**config.mk**
```make
export PLATFORM = sky130hd
export DESIGN_NAME = paint_house_k_colors_min_cost_top_flat
export DESIGN_NICKNAME = d
export VERILOG_FILES = /design/src/rtl/phk_pkg.sv /design/src/rtl/phk_if.sv /design/src/rtl/phk_front.sv /design/src/rtl/phk_queue.sv /design/src/rtl/phk_back.sv /design/src/rtl/paint_house_k_colors_min_cost_top.sv /design/src/flat_wrapper.sv
export VERILOG_INCLUDE_DIRS = /design/src /design/src/rtl
export SDC_FILE = /design/constraint.sdc
export NUM_CORES = 2
export LEC_CHECK = 0
export BUFFER_PORTS_ARGS = -buffer_cell sky130_fd_sc_hd__buf_2
export CAP_MARGIN = 40
export CORE_ASPECT_RATIO = 2
export CORE_MARGIN = 5
export CORE_UTILIZATION = 25
export DETAILED_ROUTE_END_ITERATION = 10
export MAX_ROUTING_LAYER = met4
export PLACE_DENSITY = 0.48
export SYNTH_ARGS = -nofsm -noshare
export SYNTH_HDL_FRONTEND = slang
export SYNTH_SLANG_ARGS = --single-unit
```
**constraint.sdc**
```tcl
create_clock -name clk -period 15.3 [get_ports clk]
set_input_delay 0 -clock clk [delete_from_list [all_inputs] [get_ports clk]]
set_output_delay 0 -clock clk [all_outputs]
set_load 0.05 [all_outputs]
```
**src/rtl/assert_macros.svh**
```systemverilog
// Assertion macros for the RTL files of the paint house block.
`ifndef ASSERT_MACROS_SVH
`define ASSERT_MACROS_SVH
`ifndef NO_ASSERTIONS
`define PHK_ASSERT(lbl, clk, rstn, prop, msg) \
	lbl: assert property (@(posedge clk) disable iff (!(rstn)) (prop)) else $error(msg);
`define PHK_NEVER(lbl, clk, rstn, cond, msg) \
	lbl: assert property (@(posedge clk) disable iff (!(rstn)) !(cond)) else $error(msg);
`else
`define PHK_ASSERT(lbl, clk, rstn, prop, msg)
`define PHK_NEVER(lbl, clk, rstn, cond, msg)
`endif
`endif

```
**src/rtl/phk_pkg.sv**
```systemverilog
// Shared widths, constants and types of the paint house block.
`default_nettype none
package phk_pkg;
	localparam int COST_W  = 16;
	localparam int TOTAL_W = 32;
	localparam int NCOL_W  = 7;
	localparam int APB_W   = 32;
	localparam int PADDR_W = 3;

	localparam logic [TOTAL_W-1:0] ALL_ONES = {TOTAL_W{1'b1}};
	localparam logic [NCOL_W-1:0]  NUM_COLORS_RST = 7'd3;

	// Register indexes, taken from paddr[2].
	localparam logic REG_NUM_COLORS = 1'b0;

	typedef struct packed {
		logic [COST_W-1:0] cost;
		logic              final_house;
		logic              last;
		logic              first;
	} item_ctl_t;
endpackage
`default_nettype wire

```
**src/rtl/phk_if.sv**
```systemverilog
// Valid/ready channel interfaces for cost words and result words.
`default_nettype none
interface phk_in_if;
	logic                      valid;
	logic                      ready;
	logic [phk_pkg::COST_W-1:0] cost;
	logic                      final_house;
	modport source(output valid, output cost, output final_house, input ready);
	modport sink(input valid, input cost, input final_house, output ready);
endinterface

interface phk_out_if;
	logic                       valid;
	logic                       ready;
	logic [phk_pkg::TOTAL_W-1:0] min_total;
	logic                       saturated;
	modport source(output valid, output min_total, output saturated, input ready);
	modport sink(input valid, input min_total, input saturated, output ready);
endinterface
`default_nettype wire

```
**src/rtl/phk_front.sv**
```systemverilog
// Front end: accepts cost words and tags each with its color index and row position.
`default_nettype none
module phk_front #(
	parameter int MAX_COLORS = 64,
	parameter int CW = $clog2(MAX_COLORS)
) (
	input  wire logic                       clk,
	input  wire logic                       arst_n,
	input  wire logic [phk_pkg::NCOL_W-1:0] num_colors,
	phk_in_if.sink                          in,
	input  wire logic                       q_ready,
	output logic                            q_valid,
	output phk_pkg::item_ctl_t              q_ctl,
	output logic [CW-1:0]                   q_j
);
	import phk_pkg::*;

	localparam int KW = (CW + 1 > NCOL_W) ? CW + 1 : NCOL_W;

	logic [CW-1:0] color_index_q;
	logic          first_row_q;
	logic [KW-1:0] num_ext;
	logic [KW-1:0] keff;
	logic [KW-1:0] j_next;
	logic          last;
	logic          accept;

	// Out-of-range counts clamp: zero acts as one, anything above the store depth as the depth.
	always_comb begin
		num_ext = KW'(num_colors);
		if (num_ext == '0) begin
			keff = KW'(1);
		end else if (num_ext > KW'(MAX_COLORS)) begin
			keff = KW'(MAX_COLORS);
		end else begin
			keff = num_ext;
		end
	end

	assign j_next = KW'(color_index_q) + KW'(1);
	assign last   = (j_next >= keff);
	assign accept = in.valid && q_ready;

	assign in.ready          = q_ready;
	assign q_valid           = in.valid;
	assign q_j               = color_index_q;
	assign q_ctl.cost        = in.cost;
	assign q_ctl.final_house = in.final_house;
	assign q_ctl.last        = last;
	assign q_ctl.first       = first_row_q;

	always_ff @(posedge clk or negedge arst_n) begin
		if (!arst_n) begin
			color_index_q <= '0;
			first_row_q   <= 1'b1;
		end else if (accept) begin
			if (last) begin
				color_index_q <= '0;
				first_row_q   <= in.final_house;
			end else begin
				color_index_q <= j_next[CW-1:0];
			end
		end
	end
endmodule
`default_nettype wire

```
**src/rtl/phk_queue.sv**
```systemverilog
// Two-entry queue that decouples the front end from the back end.
`default_nettype none
module phk_queue #(
	parameter int W = 8
) (
	input  wire logic         clk,
	input  wire logic         arst_n,
	input  wire logic         push,
	input  wire logic [W-1:0] push_data,
	output logic              push_ready,
	input  wire logic         pop,
	output logic              pop_valid,
	output logic [W-1:0]      pop_data
);
	logic [W-1:0] entry_q [2];
	logic         wr_ptr_q;
	logic         rd_ptr_q;
	logic [1:0]   cnt_q;
	logic         do_push;
	logic         do_pop;

	assign push_ready = (cnt_q != 2'd2);
	assign pop_valid  = (cnt_q != 2'd0);
	assign pop_data   = entry_q[rd_ptr_q];
	assign do_push    = push && push_ready;
	assign do_pop     = pop && pop_valid;

	always_ff @(posedge clk) begin
		if (do_push) begin
			entry_q[wr_ptr_q] <= push_data;
		end
	end

	always_ff @(posedge clk or negedge arst_n) begin
		if (!arst_n) begin
			wr_ptr_q <= 1'b0;
			rd_ptr_q <= 1'b0;
			cnt_q    <= 2'd0;
		end else begin
			if (do_push) begin
				wr_ptr_q <= ~wr_ptr_q;
			end
			if (do_pop) begin
				rd_ptr_q <= ~rd_ptr_q;
			end
			if (do_push && !do_pop) begin
				cnt_q <= cnt_q + 2'd1;
			end else if (do_pop && !do_push) begin
				cnt_q <= cnt_q - 2'd1;
			end
		end
	end
endmodule
`default_nettype wire

```
**src/rtl/phk_back.sv**
```systemverilog
// Back end: row total store, least/second-least tracking and the result register.
`default_nettype none
`include "assert_macros.svh"
module phk_back #(
	parameter int MAX_COLORS = 64,
	parameter int CW = $clog2(MAX_COLORS)
) (
	input  wire logic          clk,
	input  wire logic          arst_n,
	input  wire logic          q_valid,
	input  phk_pkg::item_ctl_t q_ctl,
	input  wire logic [CW-1:0] q_j,
	output logic               q_pop,
	phk_out_if.source          out
);
	import phk_pkg::*;

	logic [TOTAL_W-1:0] mem [MAX_COLORS];

	logic               vld_s1;
	item_ctl_t          ctl_s1;
	logic [CW-1:0]      j_s1;
	logic [TOTAL_W-1:0] rd_s1;
	logic               fwd_s1;
	logic [TOTAL_W-1:0] fwd_data_s1;

	logic [TOTAL_W-1:0] prev_least_q;
	logic [TOTAL_W-1:0] prev_second_q;
	logic [TOTAL_W-1:0] run_least_q;
	logic [TOTAL_W-1:0] run_second_q;

	logic               out_vld_q;
	logic [TOTAL_W-1:0] out_min_q;
	logic               out_sat_q;

	logic               out_free;
	logic               emits;
	logic               s1_go;
	logic               hit;
	logic [TOTAL_W-1:0] prev_row;
	logic [TOTAL_W-1:0] base;
	logic [TOTAL_W:0]   sum;
	logic [TOTAL_W-1:0] total;
	logic [TOTAL_W-1:0] new_least;
	logic [TOTAL_W-1:0] new_second;

	assign out_free = !out_vld_q || out.ready;
	assign emits    = ctl_s1.last && ctl_s1.final_house;
	assign s1_go    = vld_s1 && (!emits || out_free);
	assign q_pop    = q_valid && (!vld_s1 || s1_go);
	// With a single color the next word reads the entry being written this cycle.
	assign hit      = q_pop && s1_go && (q_j == j_s1);

	always_comb begin
		prev_row = fwd_s1 ? fwd_data_s1 : rd_s1;
		base     = (prev_row == prev_least_q) ? prev_second_q : prev_least_q;
		sum      = {1'b0, base} + {{(TOTAL_W + 1 - COST_W){1'b0}}, ctl_s1.cost};
		if (ctl_s1.first) begin
			total = {{(TOTAL_W - COST_W){1'b0}}, ctl_s1.cost};
		end else if (sum[TOTAL_W]) begin
			total = ALL_ONES;
		end else begin
			total = sum[TOTAL_W-1:0];
		end
		new_least  = run_least_q;
		new_second = run_second_q;
		if (total <= run_least_q) begin
			new_second = run_least_q;
			new_least  = total;
		end else if (total <= run_second_q) begin
			new_second = total;
		end
	end

	always_ff @(posedge clk) begin
		if (s1_go) begin
			mem[j_s1] <= total;
		end
		if (q_pop) begin
			rd_s1 <= mem[q_j];
		end
	end

	always_ff @(posedge clk) begin
		if (q_pop) begin
			ctl_s1      <= q_ctl;
			j_s1        <= q_j;
			fwd_data_s1 <= total;
		end
		if (s1_go && emits) begin
			out_min_q <= new_least;
			out_sat_q <= (new_least == ALL_ONES);
		end
	end

	always_ff @(posedge clk or negedge arst_n) begin
		if (!arst_n) begin
			vld_s1        <= 1'b0;
			fwd_s1        <= 1'b0;
			prev_least_q  <= ALL_ONES;
			prev_second_q <= ALL_ONES;
			run_least_q   <= ALL_ONES;
			run_second_q  <= ALL_ONES;
			out_vld_q     <= 1'b0;
		end else begin
			if (q_pop) begin
				vld_s1 <= 1'b1;
				fwd_s1 <= hit;
			end else if (s1_go) begin
				vld_s1 <= 1'b0;
				fwd_s1 <= 1'b0;
			end
			if (s1_go) begin
				if (ctl_s1.last) begin
					run_least_q  <= ALL_ONES;
					run_second_q <= ALL_ONES;
					if (ctl_s1.final_house) begin
						prev_least_q  <= ALL_ONES;
						prev_second_q <= ALL_ONES;
					end else begin
						prev_least_q  <= new_least;
						prev_second_q <= new_second;
					end
				end else begin
					run_least_q  <= new_least;
					run_second_q <= new_second;
				end
			end
			if (s1_go && emits) begin
				out_vld_q <= 1'b1;
			end else if (out.ready) begin
				out_vld_q <= 1'b0;
			end
		end
	end

	assign out.valid     = out_vld_q;
	assign out.min_total = out_min_q;
	assign out.saturated = out_sat_q;

	`PHK_ASSERT(a_run_order, clk, arst_n, run_least_q <= run_second_q, "run least above second")
	`PHK_ASSERT(a_prev_order, clk, arst_n, prev_least_q <= prev_second_q, "prev least above second")
	`PHK_ASSERT(a_row_clear, clk, arst_n,
		s1_go && ctl_s1.last |=> run_least_q == ALL_ONES && run_second_q == ALL_ONES,
		"running pair not cleared at row end")
	`PHK_ASSERT(a_stall_cause, clk, arst_n, vld_s1 && !s1_go |-> out_vld_q && !out.ready,
		"compute stage stalled with a free result register")
	`PHK_NEVER(a_fwd_idle, clk, arst_n, fwd_s1 && !vld_s1, "forwarded word without stage valid")
endmodule
`default_nettype wire

```
**src/rtl/paint_house_k_colors_min_cost_top.sv**
```systemverilog
// Top level of the paint house block: register port, front end, queue and back end.
// One cost word is taken per cycle, num_colors words per house row, back to back with no
// bubble between rows or problems; the rate is set by the compute stage, which reads the
// previous row's total for the color from the row store, adds the cost to the least
// other-color total and updates the least/second-least pair (a single-color row is
// served by forwarding the total just written). The result word of a row flagged
// final_house waits in the result register while further words keep flowing, until the
// next row that ends a problem finds it still full. The num_colors register (address 0,
// reset 3, 0 acts as 1, values above MAX_COLORS clamp) must be written only while the
// block is idle, not enforced by the block. The row store needs no clearing after reset.
`default_nettype none
module paint_house_k_colors_min_cost_top #(
	parameter int MAX_COLORS = 64
) (
	input  wire logic                        clk,
	input  wire logic                        arst_n,
	phk_in_if.sink                           in,
	phk_out_if.source                        out,
	input  wire logic                        psel,
	input  wire logic                        penable,
	input  wire logic                        pwrite,
	input  wire logic [phk_pkg::PADDR_W-1:0] paddr,
	input  wire logic [phk_pkg::APB_W-1:0]   pwdata,
	output logic      [phk_pkg::APB_W-1:0]   prdata,
	output logic                             pready
);
	import phk_pkg::*;

	localparam int CW = $clog2(MAX_COLORS);
	localparam int QW = $bits(item_ctl_t) + CW;

	logic [NCOL_W-1:0] num_colors_q;
	logic              wr_en;

	logic              f_valid;
	item_ctl_t         f_ctl;
	logic [CW-1:0]     f_j;
	logic              q_ready;
	logic              q_valid;
	logic [QW-1:0]     q_data;
	item_ctl_t         b_ctl;
	logic [CW-1:0]     b_j;
	logic              b_pop;

	assign pready = 1'b1;
	assign wr_en  = psel && penable && pwrite && pready;

	always_ff @(posedge clk or negedge arst_n) begin
		if (!arst_n) begin
			num_colors_q <= NUM_COLORS_RST;
		end else if (wr_en && paddr[2] == REG_NUM_COLORS) begin
			num_colors_q <= pwdata[NCOL_W-1:0];
		end
	end

	always_comb begin
		unique case (paddr[2])
			REG_NUM_COLORS: prdata = {{(APB_W - NCOL_W){1'b0}}, num_colors_q};
			default:        prdata = '0;
		endcase
	end

	phk_front #(
		.MAX_COLORS(MAX_COLORS),
		.CW(CW)
	) u_front (
		.clk(clk),
		.arst_n(arst_n),
		.num_colors(num_colors_q),
		.in(in),
		.q_ready(q_ready),
		.q_valid(f_valid),
		.q_ctl(f_ctl),
		.q_j(f_j)
	);

	phk_queue #(
		.W(QW)
	) u_queue (
		.clk(clk),
		.arst_n(arst_n),
		.push(f_valid),
		.push_data({f_ctl, f_j}),
		.push_ready(q_ready),
		.pop(b_pop),
		.pop_valid(q_valid),
		.pop_data(q_data)
	);

	assign b_ctl = q_data[QW-1:CW];
	assign b_j   = q_data[CW-1:0];

	phk_back #(
		.MAX_COLORS(MAX_COLORS),
		.CW(CW)
	) u_back (
		.clk(clk),
		.arst_n(arst_n),
		.q_valid(q_valid),
		.q_ctl(b_ctl),
		.q_j(b_j),
		.q_pop(b_pop),
		.out(out)
	);
endmodule
`default_nettype wire
```
**src/flat_wrapper.sv**
```systemverilog
// flat-port wrapper written by rule: the top's interface ports become plain ports
module paint_house_k_colors_min_cost_top_flat import phk_pkg::*;
#(
	parameter int MAX_COLORS = 64
)
  (clk, arst_n, psel, penable, pwrite, paddr, pwdata, prdata, pready, in_valid, in_cost, in_final_house, in_ready, out_valid, out_min_total, out_saturated, out_ready);
  phk_in_if in_i ();
  phk_out_if out_i ();
  input  wire logic clk;
  input  wire logic arst_n;
  input  wire logic psel;
  input  wire logic penable;
  input  wire logic pwrite;
  input  wire logic [phk_pkg::PADDR_W-1:0] paddr;
  input  wire logic [phk_pkg::APB_W-1:0] pwdata;
  output logic      [phk_pkg::APB_W-1:0] prdata;
  output logic pready;
  input wire logic [$bits(in_i.valid)-1:0] in_valid;
  input wire logic [$bits(in_i.cost)-1:0] in_cost;
  input wire logic [$bits(in_i.final_house)-1:0] in_final_house;
  output wire logic [$bits(in_i.ready)-1:0] in_ready;
  output wire logic [$bits(out_i.valid)-1:0] out_valid;
  output wire logic [$bits(out_i.min_total)-1:0] out_min_total;
  output wire logic [$bits(out_i.saturated)-1:0] out_saturated;
  input wire logic [$bits(out_i.ready)-1:0] out_ready;
  assign in_i.valid = in_valid;
  assign in_i.cost = in_cost;
  assign in_i.final_house = in_final_house;
  assign in_ready = in_i.ready;
  assign out_valid = out_i.valid;
  assign out_min_total = out_i.min_total;
  assign out_saturated = out_i.saturated;
  assign out_i.ready = out_ready;
  paint_house_k_colors_min_cost_top #(.MAX_COLORS(MAX_COLORS)) u_core (.clk(clk), .arst_n(arst_n), .in(in_i), .out(out_i), .psel(psel), .penable(penable), .pwrite(pwrite), .paddr(paddr), .pwdata(pwdata), .prdata(prdata), .pready(pready));
endmodule
```
## Yosys cells after proc, flatten, opt, wreduce, memory -nomap -nowiden

Memory sizes are Yosys's and may differ from the RTL's. A register that Yosys moved wholly into a read port is not among the register bits.
Cells that the tools add are included.

- Add/subtract/negate cells: 4
- $lt $le $gt $ge: 4
- Equality and inequality tests: 4
- Muxes and demuxes: 26
- Bitwise gates (word level): 3
- Reductions and logical operators: 28

Operator list:

| kind | number |
|---|---|
| 2-to-1 mux 32 bit | 11 |
| <= comparator 32 bit | 2 |
| adder 32 x 16 -> 33 bit | 1 |
| equality test 32 bit | 1 |
| equality test 32 bit (second input constant) | 1 |
| 2-to-1 mux 7 bit | 3 |
| logical AND 1 bit | 13 |
| 2-to-1 mux 1 bit | 9 |
| nonzero test 2 bit | 4 |
| adder 6 x 1 -> 7 bit (second input constant) | 1 |
| >= comparator 7 bit | 1 |
| greater-than comparator 7 bit (second input constant) | 1 |
| zero test 7 bit | 1 |
| equality test 6 bit | 1 |
| 2-to-1 mux 6 bit | 1 |
| zero test 1 bit | 5 |
| 2-to-1 mux 2 bit | 2 |
| AND reduction 2 bit | 2 |
| logical OR 1 bit | 3 |
| NOT 1 bit | 3 |
| adder 2 x 1 -> 2 bit (second input constant) | 1 |
| inequality test 2 bit (second input constant) | 1 |
| subtractor 2 x 1 -> 2 bit (second input constant) | 1 |

- Register bits: 239
- RAM bits: 2,098
- Input port bits: 59
- Word-level logic and storage cells: 92
- Memories kept: 2

Memories:

| memory | depth | bits a word | rd ports | clocked after memory_dff | write ports | RTL line | text |
|---|---|---|---|---|---|---|---|
| u_core.u_back.mem | 64 | 32 | 1 | 1 | 1 | phk_back.sv:18 | `logic [TOTAL_W-1:0] mem [MAX_COLORS];` |
| u_core.u_queue.entry_q | 2 | 25 | 1 | 0 | 1 | phk_queue.sv:15 | `logic [W-1:0] entry_q [2];` |

## Logic depth before layout (Yosys ltp)

- Depth after elaboration: 10
- Mapped depth: 37
- Depth with buffers taken out: 31

## Cells and area by module

From an unflattened synthesis, not the netlist that was laid out.

- Cell total of the unflattened synthesis: 4,543
- Area total of the unflattened synthesis: 95,362.7 um2

By module, submodules not included:

| module | times used | cells an instance | area an instance (um2) | sequential area each (um2) |
|---|---|---|---|---|
| phk_back | 1 | 4,321 | 91,987.0 | 68,600.8 |
| phk_queue | 1 | 96 | 2,099.5 | 1,601.5 |
| phk_front | 1 | 76 | 732.0 | 176.4 |
| paint_house_k_colors_min_cost_top | 1 | 50 | 544.3 | 177.7 |

## Worst setup path before layout

No wires, ideal clock.

- Path type: flip-flop to flip-flop
- Start point: register u_core.u_back.fwd_s1
- End point: register u_core.u_back.out_sat_q (netlist: u_core.u_back.out.saturated), data pin
- Data arrival time: 9,823 ps
- Path slack: 5,343 ps
- Stages on the path, launching flop included: 34
- Buffers on the path: 7
- Period minus slack after synthesis: 9,957 ps
- Path through: dfrtp_1 -> buf_4 -> buf_6 -> mux2i_1 -> xnor2_1 -> nor4_1 -> nand4_1 -> nor2_4 -> buf_4 -> buf_4 -> buf_1 -> mux2_2 -> ha_1 -> inv_1 -> fa_1 -> nor2b_1 -> o2111ai_1 -> a21oi_1 -> o21ai_2 -> nand2_1 -> a21oi_1 -> a311o_1 -> o21ai_0 -> ha_1 -> nand4_1 -> nor2_1 -> a21oi_1 -> a31oi_1 -> o31ai_1 -> clkbuf_1 -> buf_2 -> a21oi_1 -> nor4b_1 -> and4_1

- Cells in the longest elaborated chain, start to end: 9

Ends and longest elaborated chain:

| what | RTL line | text |
|---|---|---|
| from (decl) | phk_back.sv:24 | `logic fwd_s1;` |
| from (signal assigned) | phk_back.sv:108 | `fwd_s1 <= hit;` |
| 2-to-1 mux 32 bit * | phk_back.sv:55 | `prev_row = fwd_s1 ? fwd_data_s1 : rd_s1;` |
| equality test 32 bit * | phk_back.sv:56 | `base = (prev_row == prev_least_q) ? prev_second_q : prev_least_q;` |
| 2-to-1 mux 32 bit * | phk_back.sv:56 |  |
| adder 32 x 16 -> 33 bit * | phk_back.sv:57 | `sum = {1'b0, base} + {{(TOTAL_W + 1 - COST_W){1'b0}}, ctl_s1.cost};` |
| 2-to-1 mux 32 bit * | phk_back.sv:60 | `end else if (sum[TOTAL_W]) begin` |
| 2-to-1 mux 32 bit * | phk_back.sv:58 | `if (ctl_s1.first) begin` |
| named net u_core.u_back.total[24] | phk_back.sv:43 | `logic [TOTAL_W-1:0] total;` |
| <= comparator 32 bit | phk_back.sv:67 | `if (total <= run_least_q) begin` |
| 2-to-1 mux 32 bit * | phk_back.sv:67 |  |
| equality test 32 bit * | phk_back.sv:92 | `out_sat_q <= (new_least == ALL_ONES);` |
| to (signal assigned) | phk_back.sv:92 |  |
| to (decl) | phk_back.sv:34 | `logic out_sat_q;` |

Mark *: on every way through the listed nets, which the timed path passes. The rest lies on a longest branch.
A chain may end at the register's enable or synchronous reset.

## Worst setup path in the final report

- Start point: register u_core.u_back.fwd_s1
- End point: register u_core.u_back.out_sat_q (netlist: u_core.u_back.out.saturated), data pin

- Cells in the longest elaborated chain, start to end: 9

Ends and longest elaborated chain:

| what | RTL line | text |
|---|---|---|
| 2-to-1 mux 32 bit | phk_back.sv:55 |  |
| equality test 32 bit | phk_back.sv:56 |  |
| 2-to-1 mux 32 bit | phk_back.sv:56 |  |
| adder 32 x 16 -> 33 bit | phk_back.sv:57 |  |
| 2-to-1 mux 32 bit | phk_back.sv:60 |  |
| 2-to-1 mux 32 bit | phk_back.sv:58 |  |
| named net u_core.u_back.total[26] | phk_back.sv:43 |  |
| <= comparator 32 bit | phk_back.sv:67 |  |
| 2-to-1 mux 32 bit | phk_back.sv:67 |  |
| named net u_core.u_back.new_least[31] | phk_back.sv:44 | `logic [TOTAL_W-1:0] new_least;` |
| equality test 32 bit | phk_back.sv:92 |  |

The timed path passes the listed nets, and every way through them passes these cells.

==> results.yml <==
detailed_routing:
  routedWlPerCell_um: 23.5
  vias: 63724
  drt-total-wl_um: 310000
  antenna_left: 0
  drc_errors: 0
  routed_via_density: 4.82
  drt_iter0_markers: 4860
  dr.pass1.iters: 6
floorplan:
  initial_core_util_pct: 25.1
  io_pins: 127
  core.rowCount: 325
  die_w_um: 453
  die_area_um2: 406000
  fp.dieH_um: 896
  core-area_um2: 392000
setup_path:
  cp_max_fo: 68
  path_delay_family: "simple AND/OR/NAND/NOR gates"
  cp-start-kind: "flip-flop"
  endpoint: "u_core.u_back.out.saturated"
  worstSetupPathDepth: 32
  r2r-start: "u_core.u_back.fwd_s1"
  cpMostUsedCell: "buf_4"
  critical_path_buf_inv_count: 6
  rrSetupSlack_ns: 4.21
  criticalPathCategory: "flip-flop to flip-flop"
  max_stage_delay_ns: 0.70
  critPathLaunch: "u_core.u_back.fwd_s1"
  arrival_ns: 11.84
  required_ns: 16.04
  cpMaxStageDelayCell: "dfrtp_2"
  r2r_end: "u_core.u_back.out.saturated"
  ff2ff_path_depth: 32
  worst_setup_path_end_kind: "flip-flop"
global_route:
  grt_pass1_vias: 63795
  grt_start_max_net_pins: 159
  grt_pass1_wl_um: 445000
  gr-total-overflow: 0
  antenna_found_initial: 2
  grtUsageTotal_pct: 15.2
clocking:
  clk_pin_slew_ns: 0.07
  cts_tree: "built"
  cts-root-buf: "clkbuf_16"
  post-cts-setup-buffers: 0
  clock_sinks: 2369
  numCtsBuffers: 203
  clockBufferDepth: 4
  postCtsHoldBufs: 59
  clk_latency_ns: 0.89
  htreeDepth: 4
  ctsResizeCount: 0
synth:
  syn-mean-instance-area_um2: 12.6
  synth_most_common_cell: "edfxtp_1"
  synth_edf_count: 2220
  yosysWarnings: 0
  yosysTopAreaCellShare_pct: 67.9
  synth-seq-cells: 2369
  ys.flop_type: "edfxtp_1"
  yosys.area.top_type: "edfxtp_1"
  ys_seq_area_share_pct: 71.9
  ys_async_sr_fraction_pct: 6.29
  netlist_instances: 7789
  synthTopCellsByCount: "2,220 x edfxtp_1, 2,137 x nand2_1, 1,050 x nand3_1"
  synthTopCellsByArea: "edfxtp_1 68%, nand2_1 8.2%, nand3_1 5.4%"
  synth.distinct_cells: 72
  syn_area_um2: 98200
power:
  p_leak_nw: 38.0
  irDropWorstVdd_mv: 0.183
  powerDensity_nw_per_um2: 233
layout:
  syn2layout_area_growth_pct: 15.1
  layout-drive-gt1-share_pct: 10.9
  fin_cells: 13210
  nets: 7969
timing:
  fin_crit_ns: 11.09
  relSlewSlack_pct: 35.0
  setup_viol: 0
  slew_viol_final: 0
  hold_viol: 0
  worst_pin_slew_ns: 0.968
  fin_skew_ns: 0.0493
  fin_crit_sh_pct: 72.5
  tns_ns: 0
  rsz0062_at_grt: "false"
  fmax_mhz: 90.2
run_status:
  status: "finished, final reports clean"
place:
  globalplace.congestion: 0.887
  port_buffers: 73
  dp_cells: 12788
  place_hpwl_um: 183000
flow_run:
  cap_violations: 0
worst_hold_path:
  worstHoldPathType: "input pin to async pin"
[power by group]
part           switching [W]  internal (W)  total (W)
Sequential          0.000360       0.00987     0.0102
Clock                0.00239       0.00273    0.00512
Combinational        0.00821       0.00274     0.0109
Total                 0.0110        0.0153     0.0263
[state kept, by name, indices dropped and copies added, names as in the netlist, 2 cells and up]
register and flops:
u_core.num_colors_q 7, u_core.u_back.ctl_s1 19, u_core.u_back.fwd_data_s1 32, u_core.u_back.j_s1 6
u_core.u_back.mem 2048, u_core.u_back.out.min_total 32, u_core.u_back.prev_least_q 32, u_core.u_back.prev_second_q 32
u_core.u_back.rd_s1 32, u_core.u_back.run_least_q 32, u_core.u_back.run_second_q 32, u_core.u_front.q_j 6
u_core.u_queue.cnt_q 2, u_core.u_queue.entry_q 50
[metal layers]
metal | track usage [%] | share of wire (%)
met5 | - | 0
met4 | 8.39 | 6.4
met3 | 1.23 | 3.9
met2 | 28.7 | 55
met1 | 15.3 | 35
[area by class of cell]
class | count | area, um^2
Sequential cell | 2369 | 70600
Clock buffer | 259 | 5360
Multi-Input combinational cell | 4803 | 26100
Tap cell | 5232 | 6550
Fill cell | 39540 | 279000
Inverter | 91 | 364
Antenna cell | 5 | 12.5
Clock inverter | 99 | 902
Timing Repair Buffer | 352 | 3080
[cell families after synthesis]
group           after synthesis  synth area share, %
compound gates              809                 6.09
xor+xnor                     83                0.741
fa+ha+maj                    90                 1.15
buf+inv                     641                 2.60
flops                      2369                 71.9
mux                         141                 1.51
other cells                   2              0.00765
simple gates               3654                 16.0
[stage by stage]
step           utilization, %  power [W]  area [um^2]  hold WS, ns  setup slack [ns]
2_1_floorplan               -     0.0168        98300       -0.296              5.34
3_3_place_gp             27.0     0.0211       106000        0.192              3.77
3_5_place_dp             27.1     0.0214       106000        0.194              4.10
4_1_cts                  28.8     0.0266       113000     0.000251              4.06
5_1_grt                  28.8     0.0276       113000       0.0857              3.84
6_report                 28.8     0.0263       113000       0.0170              4.21
[worst min path at each step]
stage / from / end / slack, ns / cells past startpoint
2_1_floorplan: arst_n / u_core.num_colors_q[2] / -0.30 / 0
3_3_place_gp: in_cost[12] / u_core.u_queue.entry_q[0][21] / 0.19 / 1
3_5_place_dp: in_cost[6] / u_core.u_queue.entry_q[1][15] / 0.19 / 1
4_1_cts: arst_n / u_core.u_back.prev_second_q[29] / 0.0003 / 2
5_1_grt: arst_n / u_core.u_back.run_second_q[31] / 0.09 / 2
6_report: arst_n / u_core.u_back.prev_second_q[29] / 0.02 / 2
[cells in the final DEF, fill, tap and decap left out, drive strengths merged, types with 131 or more instances in the layout]
cell type and count:
edfxtp 2220, nand2 2137, nand3 1050, a311oi 352, buf 293, clkbuf 259, a21oi 196, nor2 191
and3 136, dfstp 131
No activity file was read; power rests on OpenSTA's default activity.
